[config.mk]
export PLATFORM = sky130hd
export DESIGN_NAME = tcw_ctrl
export DESIGN_NICKNAME = d
export VERILOG_FILES = /design/src/design/tcw_pkg.sv /design/src/design/tcw_ctrl.sv
export VERILOG_INCLUDE_DIRS = /design/src /design/src/design
export SDC_FILE = /design/constraint.sdc
export NUM_CORES = 1
export LEC_CHECK = 0
export BUFFER_PORTS_ARGS = -buffer_cell sky130_fd_sc_hd__buf_2
export CORE_AREA = 2 2 39 41
export CTS_CLUSTER_DIAMETER = 100
export CTS_CLUSTER_SIZE = 30
export DETAILED_ROUTE_END_ITERATION = 10
export DIE_AREA = 0 0 41 43
export GPL_ROUTABILITY_DRIVEN = 0
export PLACE_DENSITY = 0.46
export SYNTH_ARGS = -nofsm -noshare
export SYNTH_HDL_FRONTEND = slang
export SYNTH_SLANG_ARGS = --single-unit
[constraint.sdc]
create_clock -name clk_i -period 1.3 [get_ports clk_i]
set_clock_uncertainty 0.2 [all_clocks]
set_input_delay 0.065 -clock clk_i [delete_from_list [all_inputs] [get_ports clk_i]]
set_output_delay 0.065 -clock clk_i [all_outputs]
set_load 0.01 [all_outputs]
[src/design/assert_macros.svh]
// Assertion helpers used by the console writer controller.
// Each macro expects clk_i and rst_ni in the enclosing module.
`ifndef ASSERT_MACROS_SVH
`define ASSERT_MACROS_SVH

`ifndef SYNTH

// Check an implication in the next cycle.
`define ASSERT_NEXT(lbl, ante, cons) \
  lbl: assert property (@(posedge clk_i) disable iff (!rst_ni) (ante) |=> (cons)) \
    else $error("next-cycle check failed");

// Check an implication in the same cycle.
`define ASSERT_SAME(lbl, ante, cons) \
  lbl: assert property (@(posedge clk_i) disable iff (!rst_ni) (ante) |-> (cons)) \
    else $error("same-cycle check failed");

`else

`define ASSERT_NEXT(lbl, ante, cons)
`define ASSERT_SAME(lbl, ante, cons)

`endif

`endif

[src/design/tcw_pkg.sv]
package tcw_pkg;

  // Grid geometry
  localparam int COLUMNS = 80;
  localparam int ROWS    = 25;
  localparam int CELLS   = ROWS * COLUMNS;
  localparam int ADDR_W  = $clog2(CELLS);

  // Field widths
  localparam int ROW_W     = 5;
  localparam int COL_W     = 7;
  localparam int CHAR_W    = 8;
  localparam int ATTR_W    = 8;
  localparam int CELL_W    = CHAR_W + ATTR_W;
  localparam int COLOUR_W  = 4;
  localparam int CFG_IDX_W = 1;

  // Character and cell constants
  localparam logic [CHAR_W-1:0] NEWLINE_CODE = 8'd10;
  localparam logic [CELL_W-1:0] BLANK_CELL   = 16'h0720;

  // Request codes
  localparam logic REQ_PUT  = 1'b0;
  localparam logic REQ_READ = 1'b1;

  // Configuration register indexes
  localparam logic [CFG_IDX_W-1:0] CFG_FOREGROUND = 1'd0;
  localparam logic [CFG_IDX_W-1:0] CFG_BACKGROUND = 1'd1;

  // Reset colours
  localparam logic [COLOUR_W-1:0] FG_RESET = 4'd0;
  localparam logic [COLOUR_W-1:0] BG_RESET = 4'd7;

  // Commands from controller to datapath
  typedef struct packed {
    logic latch;     // capture the incoming beat
    logic clr_step;  // write one blank cell of the reset sweep
    logic rd_issue;  // read the requested cell
    logic put_step;  // write the character, move the cursor
    logic prime;     // issue the first read of the scroll
    logic scr_step;  // move one cell up during the scroll
    logic load_out;  // load the result registers
  } cmd_t;

  // Status from datapath to controller
  typedef struct packed {
    logic req_is_read;
    logic need_scroll;
    logic w_last;
  } sts_t;

endpackage

[src/design/tcw_ctrl.sv]
`include "assert_macros.svh"

module tcw_ctrl (
  input  logic          clk_i,
  input  logic          rst_ni,
  input  logic          start_i,
  output logic          busy_o,
  output logic          strobe_o,
  output tcw_pkg::cmd_t cmd_o,
  input  tcw_pkg::sts_t sts_i
);

  typedef enum logic [2:0] {
    S_CLEAR,
    S_IDLE,
    S_READ,
    S_PUT,
    S_PRIME,
    S_SCROLL,
    S_FIN
  } state_e;

  state_e state_q, state_d;
  logic   strobe_q;
  logic   accept;

  assign accept   = (state_q == S_IDLE) && start_i;
  assign busy_o   = (state_q != S_IDLE);
  assign strobe_o = strobe_q;

  // Decode commands and next state
  always_comb begin
    cmd_o   = '0;
    state_d = state_q;
    case (state_q)
      S_CLEAR: begin
        cmd_o.clr_step = 1'b1;
        if (sts_i.w_last) state_d = S_IDLE;
      end
      S_IDLE: begin
        if (start_i) begin
          cmd_o.latch = 1'b1;
          state_d     = S_PUT;
        end
      end
      S_PUT: begin
        // the latched request type decides the branch
        if (sts_i.req_is_read) begin
          cmd_o.rd_issue = 1'b1;
          state_d        = S_READ;
        end else begin
          cmd_o.put_step = 1'b1;
          state_d        = sts_i.need_scroll ? S_PRIME : S_FIN;
        end
      end
      S_READ: begin
        cmd_o.load_out = 1'b1;
        state_d        = S_IDLE;
      end
      S_PRIME: begin
        cmd_o.prime = 1'b1;
        state_d     = S_SCROLL;
      end
      S_SCROLL: begin
        cmd_o.scr_step = 1'b1;
        if (sts_i.w_last) state_d = S_FIN;
      end
      S_FIN: begin
        cmd_o.load_out = 1'b1;
        state_d        = S_IDLE;
      end
      default: state_d = S_IDLE;
    endcase
  end

  // Hold state and the result strobe
  always_ff @(posedge clk_i or negedge rst_ni) begin
    if (!rst_ni) begin
      state_q  <= S_CLEAR;
      strobe_q <= 1'b0;
    end else begin
      state_q  <= state_d;
      strobe_q <= cmd_o.load_out;
    end
  end

  `ASSERT_NEXT(a_strobe_single, strobe_q, !strobe_q)
  `ASSERT_NEXT(a_accept_busy, accept, busy_o)
  `ASSERT_NEXT(a_scroll_ends, (state_q == S_SCROLL) && sts_i.w_last, state_q == S_FIN)
  `ASSERT_SAME(a_no_strobe_busy_clear, state_q == S_CLEAR, !strobe_q)
  `ASSERT_NEXT(a_load_strobes, cmd_o.load_out, strobe_q)

endmodule

Yosys cells after proc, flatten, opt, wreduce, memory -nomap -nowiden
Index checks and enable logic that the tools add are counted.
- bits in registers: 4
- bits in latches: 0
- RAM bits: 0
- ROM bits: 0
- input bits: 6
- memories kept: 0
- add/sub/neg operators: 0
- multiply operators: 0
- divide/modulo/power cells: 0
- magnitude comparators: 0
- equal/unequal tests: 10
- shift operators: 0
- multiplexer cells: 15
- bitwise logic cells: 0
- reductions and logical operators: 3
- operator list (cell ; count):
    $pmux 3 s5 ; 1
    $mux 3 ; 4
    $eq 3x3->1 const B ; 3
    $mux 1 ; 8
    $eq 3x2->1 const B ; 2
    $ne 2x2->1 const B ; 3
    $mux 2 ; 2
    $eq 3x1->1 const B ; 1
    $logic_not 3->1 ; 1
    $ne 3x1->1 const B ; 1
    $reduce_and 3->1 ; 1
    $reduce_or 2->1 ; 1

Logic depth before layout (Yosys ltp)
Gate-level depths: netlist (run 1).
- word-level depth: 3
- mapped depth: 2
- gate-level depth less buffers: 2

Worst setup path after synthesis (run 1)
OpenSTA, ideal clock, no wires.
- path kind: reg2reg
- from: reg state_q[1]
- to: reg state_q[0]
- arrival time: 1.071 ns
- slack: -0.091 ns
- stages on the path, launching flop included: 3
- path buffers: 0
- path through: dfrtp_1 > or4_1 > and3_1
- longest elaborated chain between the ends: 3
- RTL lines (what ; line ; source):
    start, declared ; tcw_ctrl.sv:23 ; state_e state_q, state_d;
    start signal, assigned ; tcw_ctrl.sv:82 ; state_q <= state_d;
    $eq 3x3->1 (tied with other cells) ; tcw_ctrl.sv:35 ; case (state_q)
    $ne 2x2->1 (no source line) ; - ;
    $reduce_and 3->1 (no source line) ; - ;
Several ways; a longest one is shown, not always the timed one.
A chain may end at the register's enable or synchronous reset.

==> results of run 1 <==
-- timing repair --
item                       in CTS  in global routing
setup endpoints to repair      10                 10
buffers inserted                3                  2
pin swaps                       2                  2
hold buffers                    6                  0
gates resized for setup         9                  4
hold endpoints to repair        7                  0
-- routing by layer --
metal / GRT usage [%] / routed length (um) / vias to the layer above
met3: 4.712 / 50 / 2
met1: 11.69 / 318 / 146
met5: 0 / 0 / -
met2: 16.25 / 429 / 11
met4: 4.000 / 11 / 0
li1: - / - / 148
-- worst paths after layout --
check / start / end / slack [ns] / cells past startpoint
min in group asynchronous: rst_ni / state_q[1] / 0.51 / 3
worst max-delay path: state_q[1] / cmd_o[6] / -0.26 / 3
max in group asynchronous: rst_ni / state_q[0] / 0.22 / 3
worst min register to register: state_q[2] / state_q[1] / 0.50 / 3
worst min-delay path: sts_i[2] / state_q[2] / 0.43 / 3
worst max register to register: state_q[2] / state_q[0] / -0.23 / 3
-- layout make-up --
class	instances	area [um2]	area share, %
Sequential cell	4	100.1	19.09
Inverter	3	11.26	2.148
Tap cell	16	20.02	3.819
Clock buffer	3	22.52	4.296
Multi-Input combinational cell	17	135.1	25.78
Timing Repair Buffer	29	235.2	44.87
-- cells by family (layout without fill, tap and decap cells) --
kind of cell	after synthesis	count (layout)	synth area share, %
buffers and inverters	3	35	5.142
AND/OR/NAND/NOR	15	15	42.86
AO/OA/AOI/OAI	2	2	6.284
flip-flops	4	4	45.72
-- power by group through the flow --
stage / registers (W) / logic [W] / clock network, W
after detailed placement: 0.000221 / 0.000437 / 0
final: 0.000223 / 0.000723 / 0.000169
after floorplan: 0.000235 / 0.000211 / 0
after CTS: 0.000218 / 0.000622 / 0.000169
after global placement: 0.000223 / 0.000436 / 0
after global routing: 0.000234 / 0.000777 / 0.000182
-- metrics by stage --
stage,setup TNS [ns],cells,hold WS [ns]
6_report,-1.711,72,0.4303
5_1_grt,-2.210,72,0.4506
4_1_cts,-1.669,70,0.4000
3_5_place_dp,-0.3351,58,-0.3220
3_3_place_gp,-0.2825,58,-0.3195
2_1_floorplan,-0.09639,24,-0.4306
-- worst register-to-register path, delay by kind of cell (launching register included) --
family	cells	cell delay (ns)
flip-flops	1	0.40
AND/OR/NAND/NOR	2	0.67
buffers and inverters	1	0.15
-- sequential cells by signal (all words and copies together) (netlist names) --
name      flops
state_q       3
strobe_o      1
-- placed cells by master (no fill, tap or decap) --
cell type	instances
sky130_fd_sc_hd__or4_1	1
sky130_fd_sc_hd__and2b_2	1
sky130_fd_sc_hd__clkbuf_4	3
sky130_fd_sc_hd__buf_4	4
sky130_fd_sc_hd__and3_1	1
sky130_fd_sc_hd__nand4b_1	1
sky130_fd_sc_hd__buf_6	8
sky130_fd_sc_hd__nand3b_1	1
sky130_fd_sc_hd__dlygate4sd3_1	6
sky130_fd_sc_hd__dfrtp_1	4
sky130_fd_sc_hd__buf_2	11
sky130_fd_sc_hd__and3b_2	1
sky130_fd_sc_hd__nor3_2	1
sky130_fd_sc_hd__o21ai_0	1
sky130_fd_sc_hd__o41ai_2	1
sky130_fd_sc_hd__nor2_1	4
sky130_fd_sc_hd__or2b_4	1
sky130_fd_sc_hd__nor2_2	1
sky130_fd_sc_hd__nor2_4	1
sky130_fd_sc_hd__or3b_4	1
sky130_fd_sc_hd__inv_1	3
==> results.md, run 1 <==
Pwr:
- The switching share of total power is a little over a third.
- In this run the power spent charging and discharging nets is approximately 0.00040 W.
- Combinational logic is responsible for 64.9% of the overall power.
- The design draws between 0.001 and 0.0015 W.
- The internal power is roughly 0.0007 W.
- The part of the power in the clock network is between 10% and 20%.
- VDD sags by at most 896.8 uV.
- The sequential cell fraction of total power is 20.0%.
- Summed over all cells, the static leakage comes to between 0.2 and 0.3 nW.
- Dividing total power by cell area gives a power density of about 2100 nW/um2.

Run status:
- The run finished, with violations left.
- The checks that failed: setup timing.

Worst setup path:
- In this run the worst path has a maximum fanout of 3.
- The worst path buffer plus inverter count is 1.
- The critical setup path kind is flop to output port.
- The worst setup path is captured at an output port.
- In this design, the largest share of critical-path delay is due to simple AND/OR/NAND/NOR gates.
- The arrival time of the worst setup path is 1.29 ns.
- The largest single stage delay on the critical path is ~0.44 ns.
- The type of element launching the critical path is a flop.
- Walking the worst path, the cells encountered are or3b_4 > nor2_4 > buf_6.
- The standard cell with the maximum stage delay on the critical path is sky130_fd_sc_hd__or3b_4.
- The data required time of the worst path is approximately 1 ns.

Die:
- The die outline width is between 40 and 50 um.
- During I/O placement, the number of pins put on the boundary was 15.
- The die covers approximately 1800 um2.
- The effective utilization at floorplan is approximately 16%.
- The core region is approximately 1400 um2.
- The die extent in y is approximately 43 um.
- The cell row count is 14.

STA:
- Timing would allow up to roughly 0.64 GHz.
- Of the available clock period, the critical path in the final layout requires 119.6%.
- The remaining max-slew budget at the tightest pin is 85.65%.
- For the finished layout, the period the worst path requires is approximately 1.6 ns.
- Setup repair after global routing could not meet its margin everywhere.
- The final setup slack of the worst path is -0.2554 ns.
- The number of endpoints with negative hold slack in the final report came to 0.
- Setup violations remaining at the end of the flow were counted as 10.
- The number of pins exceeding their max-slew limit in the final report is 0.
- At the pin with the least slew margin, the transition time is 0.2129 ns.

Synth:
- The number of warnings printed during yosys synthesis is 0.
- The flip-flop cell with the highest count after synthesis is sky130_fd_sc_hd__dfrtp_1.
- The share of synthesized registers carrying an async set or reset is 100.0%.
- The most instantiated library cell after synthesis is sky130_fd_sc_hd__nor2_1.
- Synthesis produced a netlist whose cell count is 24.
- In this run the cell area of the synthesized design comes to approximately 220 um2.
- After synthesis, the cell types taking the most area are sky130_fd_sc_hd__dfrtp_1 (46%), sky130_fd_sc_hd__nor2_1 (10%), sky130_fd_sc_hd__inv_1 (5.1%), sky130_fd_sc_hd__and3b_2 (4.6%), sky130_fd_sc_hd__and2b_2 (4.0%).
- The largest area contributor in the netlist is sky130_fd_sc_hd__dfrtp_1.
- Yosys mapped a number of flops with a built-in enable equal to 0.
- The number of flip-flops and latches in the synthesized netlist is 4.
- The post-synth net total is 30.
- The synthesized netlist contains 14 unique library cells.
- A synthesized cell averages about 9.1 um2.
- By count the netlist is led by sky130_fd_sc_hd__nor2_1 (6), sky130_fd_sc_hd__dfrtp_1 (4), sky130_fd_sc_hd__inv_1 (3).
- The fraction of synthesized cell area taken by the top area cell type is 45.71%.
- Sequential cells were found to cover 45.71% of the synthesized design area.

Flow run:
- The count of max-cap constraint violations is 0.

Min path:
- The worst min-delay path category is primary input to flop.

Routing:
- The via count of the routed design is a little over 300.
- After detailed routing, the number of vias per cell comes to 4.264.
- For this run, design rule violations remaining after detail routing come to 0.
- The detailed router's first-iteration violation count is 5.
- After detailed routing, the average wire length per cell comes to 11.25 um.
- The detailed-routing iteration count for the pre-antenna-repair pass is 3.
- The routed design has about 800 um of wire.
- In this run the remaining antenna-violating nets after routing total 0.

Clock network:
- The buffer cell driving the clock tree root is sky130_fd_sc_hd__clkbuf_4.
- TritonCTS built the clock tree.
- The number of buffers created by CTS is 3.
- The clock reaches the later pin of the worst-skew pair after between 0.2 and 0.3 ns.
- CTS built an H-tree with a depth of 1.
- The clock edge transition at the registers on the reported setup and hold paths is ~0.04 ns.
- No sink is reached through more buffers than the 2 on the longest clock path.
- The number of clock sinks is 4.

Global routing:
- Global routing finished with a remaining overflow of 0.
- The first global-routing pass estimated ~1200 um of wire.
- The total global routing track utilization is slightly above 10%.
- Entering global routing, the biggest net connects 6 pins.
- The number of antenna violations at the first check in global routing was 0.
- The number of global-route vias before repair is 297.

Placed design:
- Once placement finished, the instance area stood at around 350 um2.
- Detailed placement ended at an HPWL of between 400 and 500 um.
- The worst-case setup slack after placement is -0.09195 ns.
- Port buffering added 14 buffers.

Finish:
- 0 antenna diodes ended up in the layout.
- Measured on the finished design, the core utilization comes to 37.88%.
- The post-route standard cell area excluding fillers is around 520 um2.
- From synthesis to final layout, the design area changed by 139.4%.
- After the last flow step, the layout net total stands at 64.
- In the final layout, the share of cells above drive strength 1 is about three fifths.
- After filler insertion, the fill cell instance count of the layout stands at around 150.
Note: power is estimated with default switching activity, not from simulation.
==> run 2: changes to the inputs <==
- MAX_ROUTING_LAYER: unset -> met4
- PLACE_DENSITY: 0.46 -> 0.45
- clock period: 1.3 -> 1.93 ns (I/O delays scaled with it)
==> results.md, run 2 (synthesis gave the netlist of run 1 again) <==
Run status:
- The run finished with clean final reports.

Placed design:
- The worst-case setup slack after placement came to 0.4802 ns (+0.5722 ns).
- The number of I/O port buffers is 14 (unchanged).
- The total half-perimeter wirelength after legalization and detailed placement was 400.9 um (-13%).

Worst setup path:
- The element type at the critical path end is a flop.
- The data required time of the worst path is 1.90 ns (+0.87 ns).
- The register-to-register setup slack is 0.13 ns (+0.36 ns).
- The worst register-to-register path ends at state_q[1].
- The critical path starts at sts_i[2].
- STA classifies the critical path startpoint as a primary input.
- In this run the critical register-to-register path is launched from state_q[1].
- The arrival time of the worst setup path is 1.79 ns (+0.50 ns).
- The critical path is of the primary input to flop type.
- The depth of the most critical reg-to-reg path was 3 (unchanged).
- The largest driver fanout on the critical path came to 4 (+1).

Global routing:
- The global route total overflow is 0 (unchanged).
- met2 is the most crowded layer.
- The global-route track usage on met3 came to 3.141% (-1.6 points).
- The global-route track usage on met2 is 8.750% (-7.5 points).
- The total global routing track utilization is 7.209% (-3.2 points).
- The number of global-route vias before repair is 215 (-28%).
- The number of antenna violations at the first check in global routing is 0 (unchanged).
- The global routing usage on met1 is 8.710% (-3.0 points).
- The maximum number of pins on one net before global-route repair is 10 (+4).
- The wire length of the first global-routing pass was 800 um (-35%).

Routing:
- The number of routed nets with antenna violations is 0 (unchanged).
- The via count of the routed design is 243 (-21%).
- The routed length per placed instance is 9.339 um (-17%).
- The post-detailed-routing wire length was 579 um (-29%).
- The detailed router's first-iteration violation count was 1 (-4).
- The vias per cell was 3.919 (-8.1%).
- The remaining design rule violation count is 0 (unchanged).
- The detailed-routing iteration count for the pre-antenna-repair pass is 3 (unchanged).

Pwr:
- The worst vdd rail ir drop was 457.8 uV (-49%).
- The power density over the cells is 1324 nW/um2 (-38%).
- The leakage component of the power is 0.2159 nW (-22%).

Finish:
- The area overhead of the layout relative to synthesis is 77.71%.
- Leaving out fill and tap cells, the most frequent cells in the layout are sky130_fd_sc_hd__buf_2 (14), sky130_fd_sc_hd__nor2_1 (6), sky130_fd_sc_hd__dlygate4sd3_1 (5).
- The filler cell count in the final layout is 149 (+1.4%).
- The library cell used most frequently in the layout, excluding fill and tap cells, is sky130_fd_sc_hd__buf_2.
- The footprint of the flip-flops and latches is 100.1 um2 (unchanged).
- The count of inserted antenna diode cells is 0 (unchanged).
- The fraction of layout cells with a size suffix above 1 was 47.83% (-13 points).
- The final cell utilization of the core is 28.12% (-9.8 points).
- The combined area of the multi-input logic cells was 115.1 um2 (-15%).
- The post-layout net count was 54 (-16%).
- The number of flip-flops under the largest register name is 3 (unchanged).
- The register ranked first by flip-flop count is state_q.

Clock network:
- The number of buffers on the longest clock path came to 2 (unchanged).
- The number of clock sinks was 4 (unchanged).
- The number of H-tree branching levels came to 1 (unchanged).
- The clock latency reported for the late side of the worst-skew pair was 0.23 ns (-0.02 ns).
- The clock edge transition at the registers on the reported setup and hold paths was 0.04 ns (about the same).
- In this run the clock root is driven by a sky130_fd_sc_hd__clkbuf_4.
- The post-CTS setup buffer count came to 0 (-3).
- The number of buffers created by CTS is 3 (unchanged).
- TritonCTS built the clock tree.

STA:
- The setup total negative slack is 0 ns (+1.711 ns).
- The final setup slack of the worst path is 0.1114 ns (+0.3669 ns).
- The number of endpoints with negative hold slack in the final report is 0 (unchanged).
- The number of pins exceeding their max-slew limit in the final report is 0 (unchanged).
- The remaining max-slew budget at the tightest pin came to 85.10% (-0.56 points).
- The transition time at the pin with the least slew margin came to 0.2211 ns (+0.008257 ns).
- The time the final worst path needs with I/O delays and setup is about 1.8 ns.
- In the finished design, the share of the clock period the worst path needs comes to 94.23%.
- Setup repair after global routing left no endpoint under its margin.
- The final count of negative-setup-slack endpoints is 0 (-10).
- The highest achievable clock rate is around 0.55 GHz.

Die:
- The die outline width came to 41 um (unchanged).
- The cell row count is 14 (unchanged).
- The die extent in y was 43 um (unchanged).
- The core footprint is 1384 um2 (unchanged).
- The effective utilization at floorplan is 15.82% (unchanged).
- The number of ports placed on the die boundary is 15 (unchanged).
- The die area came to 1763 um2 (unchanged).

Min path:
- The end point of the most critical hold path is state_q[0].
- The cell count of the worst hold path is 3 (unchanged).
- In this run the worst hold path is classified as primary input to flop.
- The worst hold path begins at sts_i[0].

Flow run:
- The count of max-cap constraint violations was 0 (unchanged).
[run 2: layout make-up]
class                   count  area share [%]
clock buffers               3           5.788
inverters                   3           2.894
multi-input cells          17           29.58
flip-flops and latches      4           25.72
well taps                  16           5.145
repair buffers             19           30.87
[run 2: timing repair]
item                                    4_1_cts  5_1_grt
resized for setup                             0        1
hold buffers                                  5        0
endpoints found under the setup margin        0        1
hold endpoints to repair                      6        0
[run 2: power breakdown]
group | internal, W | total, W | switching, W
clock | 0.0000696 | 0.000105 | 0.0000352
combinational | 0.000132 | 0.000243 | 0.000111
sequential | 0.000118 | 0.000168 | 0.0000496
[run 2: metal layers]
metal  part of all wire, %  vias to the layer above
li1                      -                      127
met1                    48                      102
met2                    39                       12
met3                    11                        2
met4                   1.7                        0
met5                     0                        -
[run 2: worst max path at each step]
stage / end / slack (ns)
after global placement: state_q[0] / 0.50
after global routing: state_q[1] / 0.06
final: state_q[1] / 0.11
after CTS: state_q[1] / 0.10
after floorplan: cmd_o[6] / 0.53
after detailed placement: state_q[0] / 0.48
[run 2: through the flow]
step           hold WS [ns]  power (W)  cells  area [um2]
2_1_floorplan       -0.3991  0.0002897     24       219.0
6_report            0.03041  0.0005152     62       389.1
4_1_cts             0.01111  0.0005131     62       381.6
3_3_place_gp        -0.2908  0.0003756     54       309.0
5_1_grt             0.05208  0.0005593     62       389.1
3_5_place_dp        -0.2905  0.0003765     54       309.0
[run 2: worst max-delay path, stage by stage]
cell	delay [ns]
sky130_fd_sc_hd__dlygate4sd3_1	0.52
sky130_fd_sc_hd__buf_2	0.12
sky130_fd_sc_hd__and3b_2	0.21
sky130_fd_sc_hd__o41ai_2	0.26
sky130_fd_sc_hd__dlygate4sd3_1	0.58
==> run 3: changes to the inputs <==
- CELL_PAD_IN_SITES_DETAIL_PLACEMENT: unset -> 1
- CELL_PAD_IN_SITES_GLOBAL_PLACEMENT: unset -> 1
- PLACE_DENSITY: 0.45 -> 0.57
==> results.md, run 3 (synthesis gave the netlist of run 1 again) <==
Finish:
- The number of flip-flops under the largest register name came to 3 (unchanged).
- The fraction of layout cells with a size suffix above 1 is 45.65% (-2.2 points).
- The combined area of the multi-input logic cells is 107.6 um2 (-6.5%).
- The count of inserted antenna diode cells is 0 (unchanged).
- The footprint of the flip-flops and latches is 100.1 um2 (unchanged).
- The top cell types in the final layout, fill and taps aside, are sky130_fd_sc_hd__buf_2 (14), sky130_fd_sc_hd__nor2_1 (6), sky130_fd_sc_hd__dlygate4sd3_1 (5).
- The area overhead of the layout relative to synthesis is 74.29%.
- The filler cell count in the final layout was 167 (+12%).
- The post-layout net count came to 54 (unchanged).
- The most common library cell in the layout ignoring fill and taps is sky130_fd_sc_hd__buf_2.
- The post-route standard cell area excluding fillers was 381.6 um2 (-1.9%).
- The register ranked first by flip-flop count is state_q.

Worst setup path:
- The launch point of the worst reg-to-reg path is state_q[1].
- The endpoint identified for the worst register-to-register timing path is state_q[0].
- The data required time of the worst path is 1.63 ns (-0.27 ns).
- The register-to-register setup slack is 0.47 ns (+0.34 ns).
- The largest driver fanout on the critical path is 8 (+4).
- The arrival time of the worst setup path is 1.40 ns (-0.39 ns).
- The depth of the most critical reg-to-reg path is 2 (-1).
- The worst setup path is launched from a flop.
- The critical setup path kind is flop to output port.
- The worst setup path is captured at an output port.

Pwr:
- The power density over the cells is 1302 nW/um2 (-1.7%).
- The worst vdd rail ir drop is 442.4 uV (-3.4%).
- The leakage component of the power is 0.2104 nW (-2.6%).

STA:
- The number of pins exceeding their max-slew limit in the final report is 0 (unchanged).
- Setup repair after global routing left no endpoint under its margin.
- The transition time at the pin with the least slew margin came to 0.3457 ns (+0.1245 ns).
- The remaining max-slew budget at the tightest pin is 76.66% (-8.4 points).
- The final count of negative-setup-slack endpoints came to 0 (unchanged).
- The setup total negative slack came to 0 ns (unchanged).
- The time the final worst path needs with I/O delays and setup is 1.696 ns (-0.1224 ns).
- The highest achievable clock rate is 0.5896 GHz (+7.2%).
- The number of endpoints with negative hold slack in the final report is 0 (unchanged).
- The post-route fraction of the period consumed by the critical path was 87.88% (-6.3 points).

Clock network:
- The TritonCTS clock tree is done.
- The number of buffers created by CTS came to 3 (unchanged).
- The number of buffers on the longest clock path is 2 (unchanged).
- The cell sitting at the root of the clock tree is a sky130_fd_sc_hd__clkbuf_4.
- The post-CTS setup buffer count is 0 (unchanged).
- The clock latency reported for the late side of the worst-skew pair is 0.24 ns (about the same).
- The number of H-tree branching levels came to 1 (unchanged).
- The number of clock sinks is 4 (unchanged).
- The clock edge transition at the registers on the reported setup and hold paths is 0.04 ns (about the same).

Routing:
- The remaining design rule violation count came to 0 (unchanged).
- The via count of the routed design is 256 (+5.3%).
- The detailed router's first-iteration violation count came to 5 (+4).
- The vias per cell is 4.129 (+5.3%).
- The routed length per placed instance is 10.89 um (+17%).
- The detailed-routing iteration count for the pre-antenna-repair pass came to 2 (-1).
- The number of routed nets with antenna violations is 0 (unchanged).
- The post-detailed-routing wire length came to 675 um (+17%).

Global routing:
- The global route total overflow is 0 (unchanged).
- The total global routing track utilization is 9.907% (+2.7 points).
- The number of antenna violations at the first check in global routing is 0 (unchanged).
- The wire length of the first global-routing pass is 1041 um (+30%).
- The number of global-route vias before repair came to 276 (+28%).
- The maximum number of pins on one net before global-route repair is 10 (unchanged).

Min path:
- The worst min-delay path category is primary input to flop.
- The startpoint identified for the worst hold timing path is sts_i[1].
- The cell count of the worst hold path is 3 (unchanged).
- The end point of the most critical hold path is state_q[1].

Die:
- The core footprint is 1384 um2 (unchanged).
- The effective utilization at floorplan is 15.82% (unchanged).
- The die extent in y is 43 um (unchanged).
- The die outline width is 41 um (unchanged).
- The die area came to 1763 um2 (unchanged).
- The cell row count is 14 (unchanged).
- The number of ports placed on the die boundary is 15 (unchanged).

Placed design:
- The number of I/O port buffers is 14 (unchanged).
- The total half-perimeter wirelength after legalization and detailed placement is 439.9 um (+9.7%).
- The placed instance area is 309.0 um2 (unchanged).

Run status:
- The flow ran to the end, and the final reports show no timing, DRC or antenna violations.

Flow run:
- The count of max-cap constraint violations is 0 (unchanged).
-- run 3: changes by cell type in the layout (fill, tap and decap cells not counted) --
| cell | delta |
|---|---|
| sky130_fd_sc_hd__o41ai_1 | +1 |
| sky130_fd_sc_hd__o41ai_2 | -1 |
-- run 3: how the worst max path moves through the flow --
stage	slack, ns	from	end
finish	0.23	state_q[0]	cmd_o[6]
floorplan	0.53	state_q[2]	cmd_o[6]
detailed placement	0.46	state_q[1]	state_q[0]
CTS	0.23	state_q[0]	cmd_o[6]
global route	0.15	state_q[0]	cmd_o[6]
global placement	0.47	state_q[1]	state_q[0]
-- run 3: metrics by stage --
step           utilization, %  cells  total power (W)  hold WS [ns]  setup slack, ns
3_3_place_gp            22.33     54        0.0003855       -0.2961           0.4654
2_1_floorplan               -     24        0.0002897       -0.3991           0.5300
5_1_grt                 27.58     62        0.0005453       0.04787           0.1519
6_report                27.58     62        0.0004969       0.02703           0.2339
4_1_cts                 27.58     62        0.0005024       0.01947           0.2306
3_5_place_dp            22.33     54        0.0003844       -0.2980           0.4637
-- run 3: layout make-up --
cell class / count / share of cell area (%)
tap: 16 / 5.246
inverter: 3 / 2.951
clock buffer: 3 / 5.902
timing repair buffer: 19 / 31.48
sequential: 4 / 26.23
multi-input combinational: 17 / 28.20
-- run 3: repair_timing --
action | 4_1_cts | 5_1_grt
endpoints found under the setup margin | 0 | 0
endpoints found under the hold margin | 6 | 0
resized for setup | 0 | 0
hold buffers | 5 | 0
-- run 3: power by group --
part	internal (W)	total, W	switching, W
combinational	0.000111	0.000222	0.000111
sequential	0.000118	0.000170	0.0000517
clock	0.0000696	0.000105	0.0000351
-- run 3: metal layers --
layer  track usage, %  wire length (um)  vias to the layer above
li1                 -                 -                      127
met1            10.71               311                      112
met2            12.19               287                       15
met3            4.712                64                        2
met4            10.00                12                        0
met5                -                 0                        -
-- run 3: worst max-delay path, cell delays in order (launching register included) --
cell and delay, ns:
sky130_fd_sc_hd__dfrtp_1 0.45, sky130_fd_sc_hd__or3b_2 0.48, sky130_fd_sc_hd__nor2_1 0.10, sky130_fd_sc_hd__buf_2 0.13
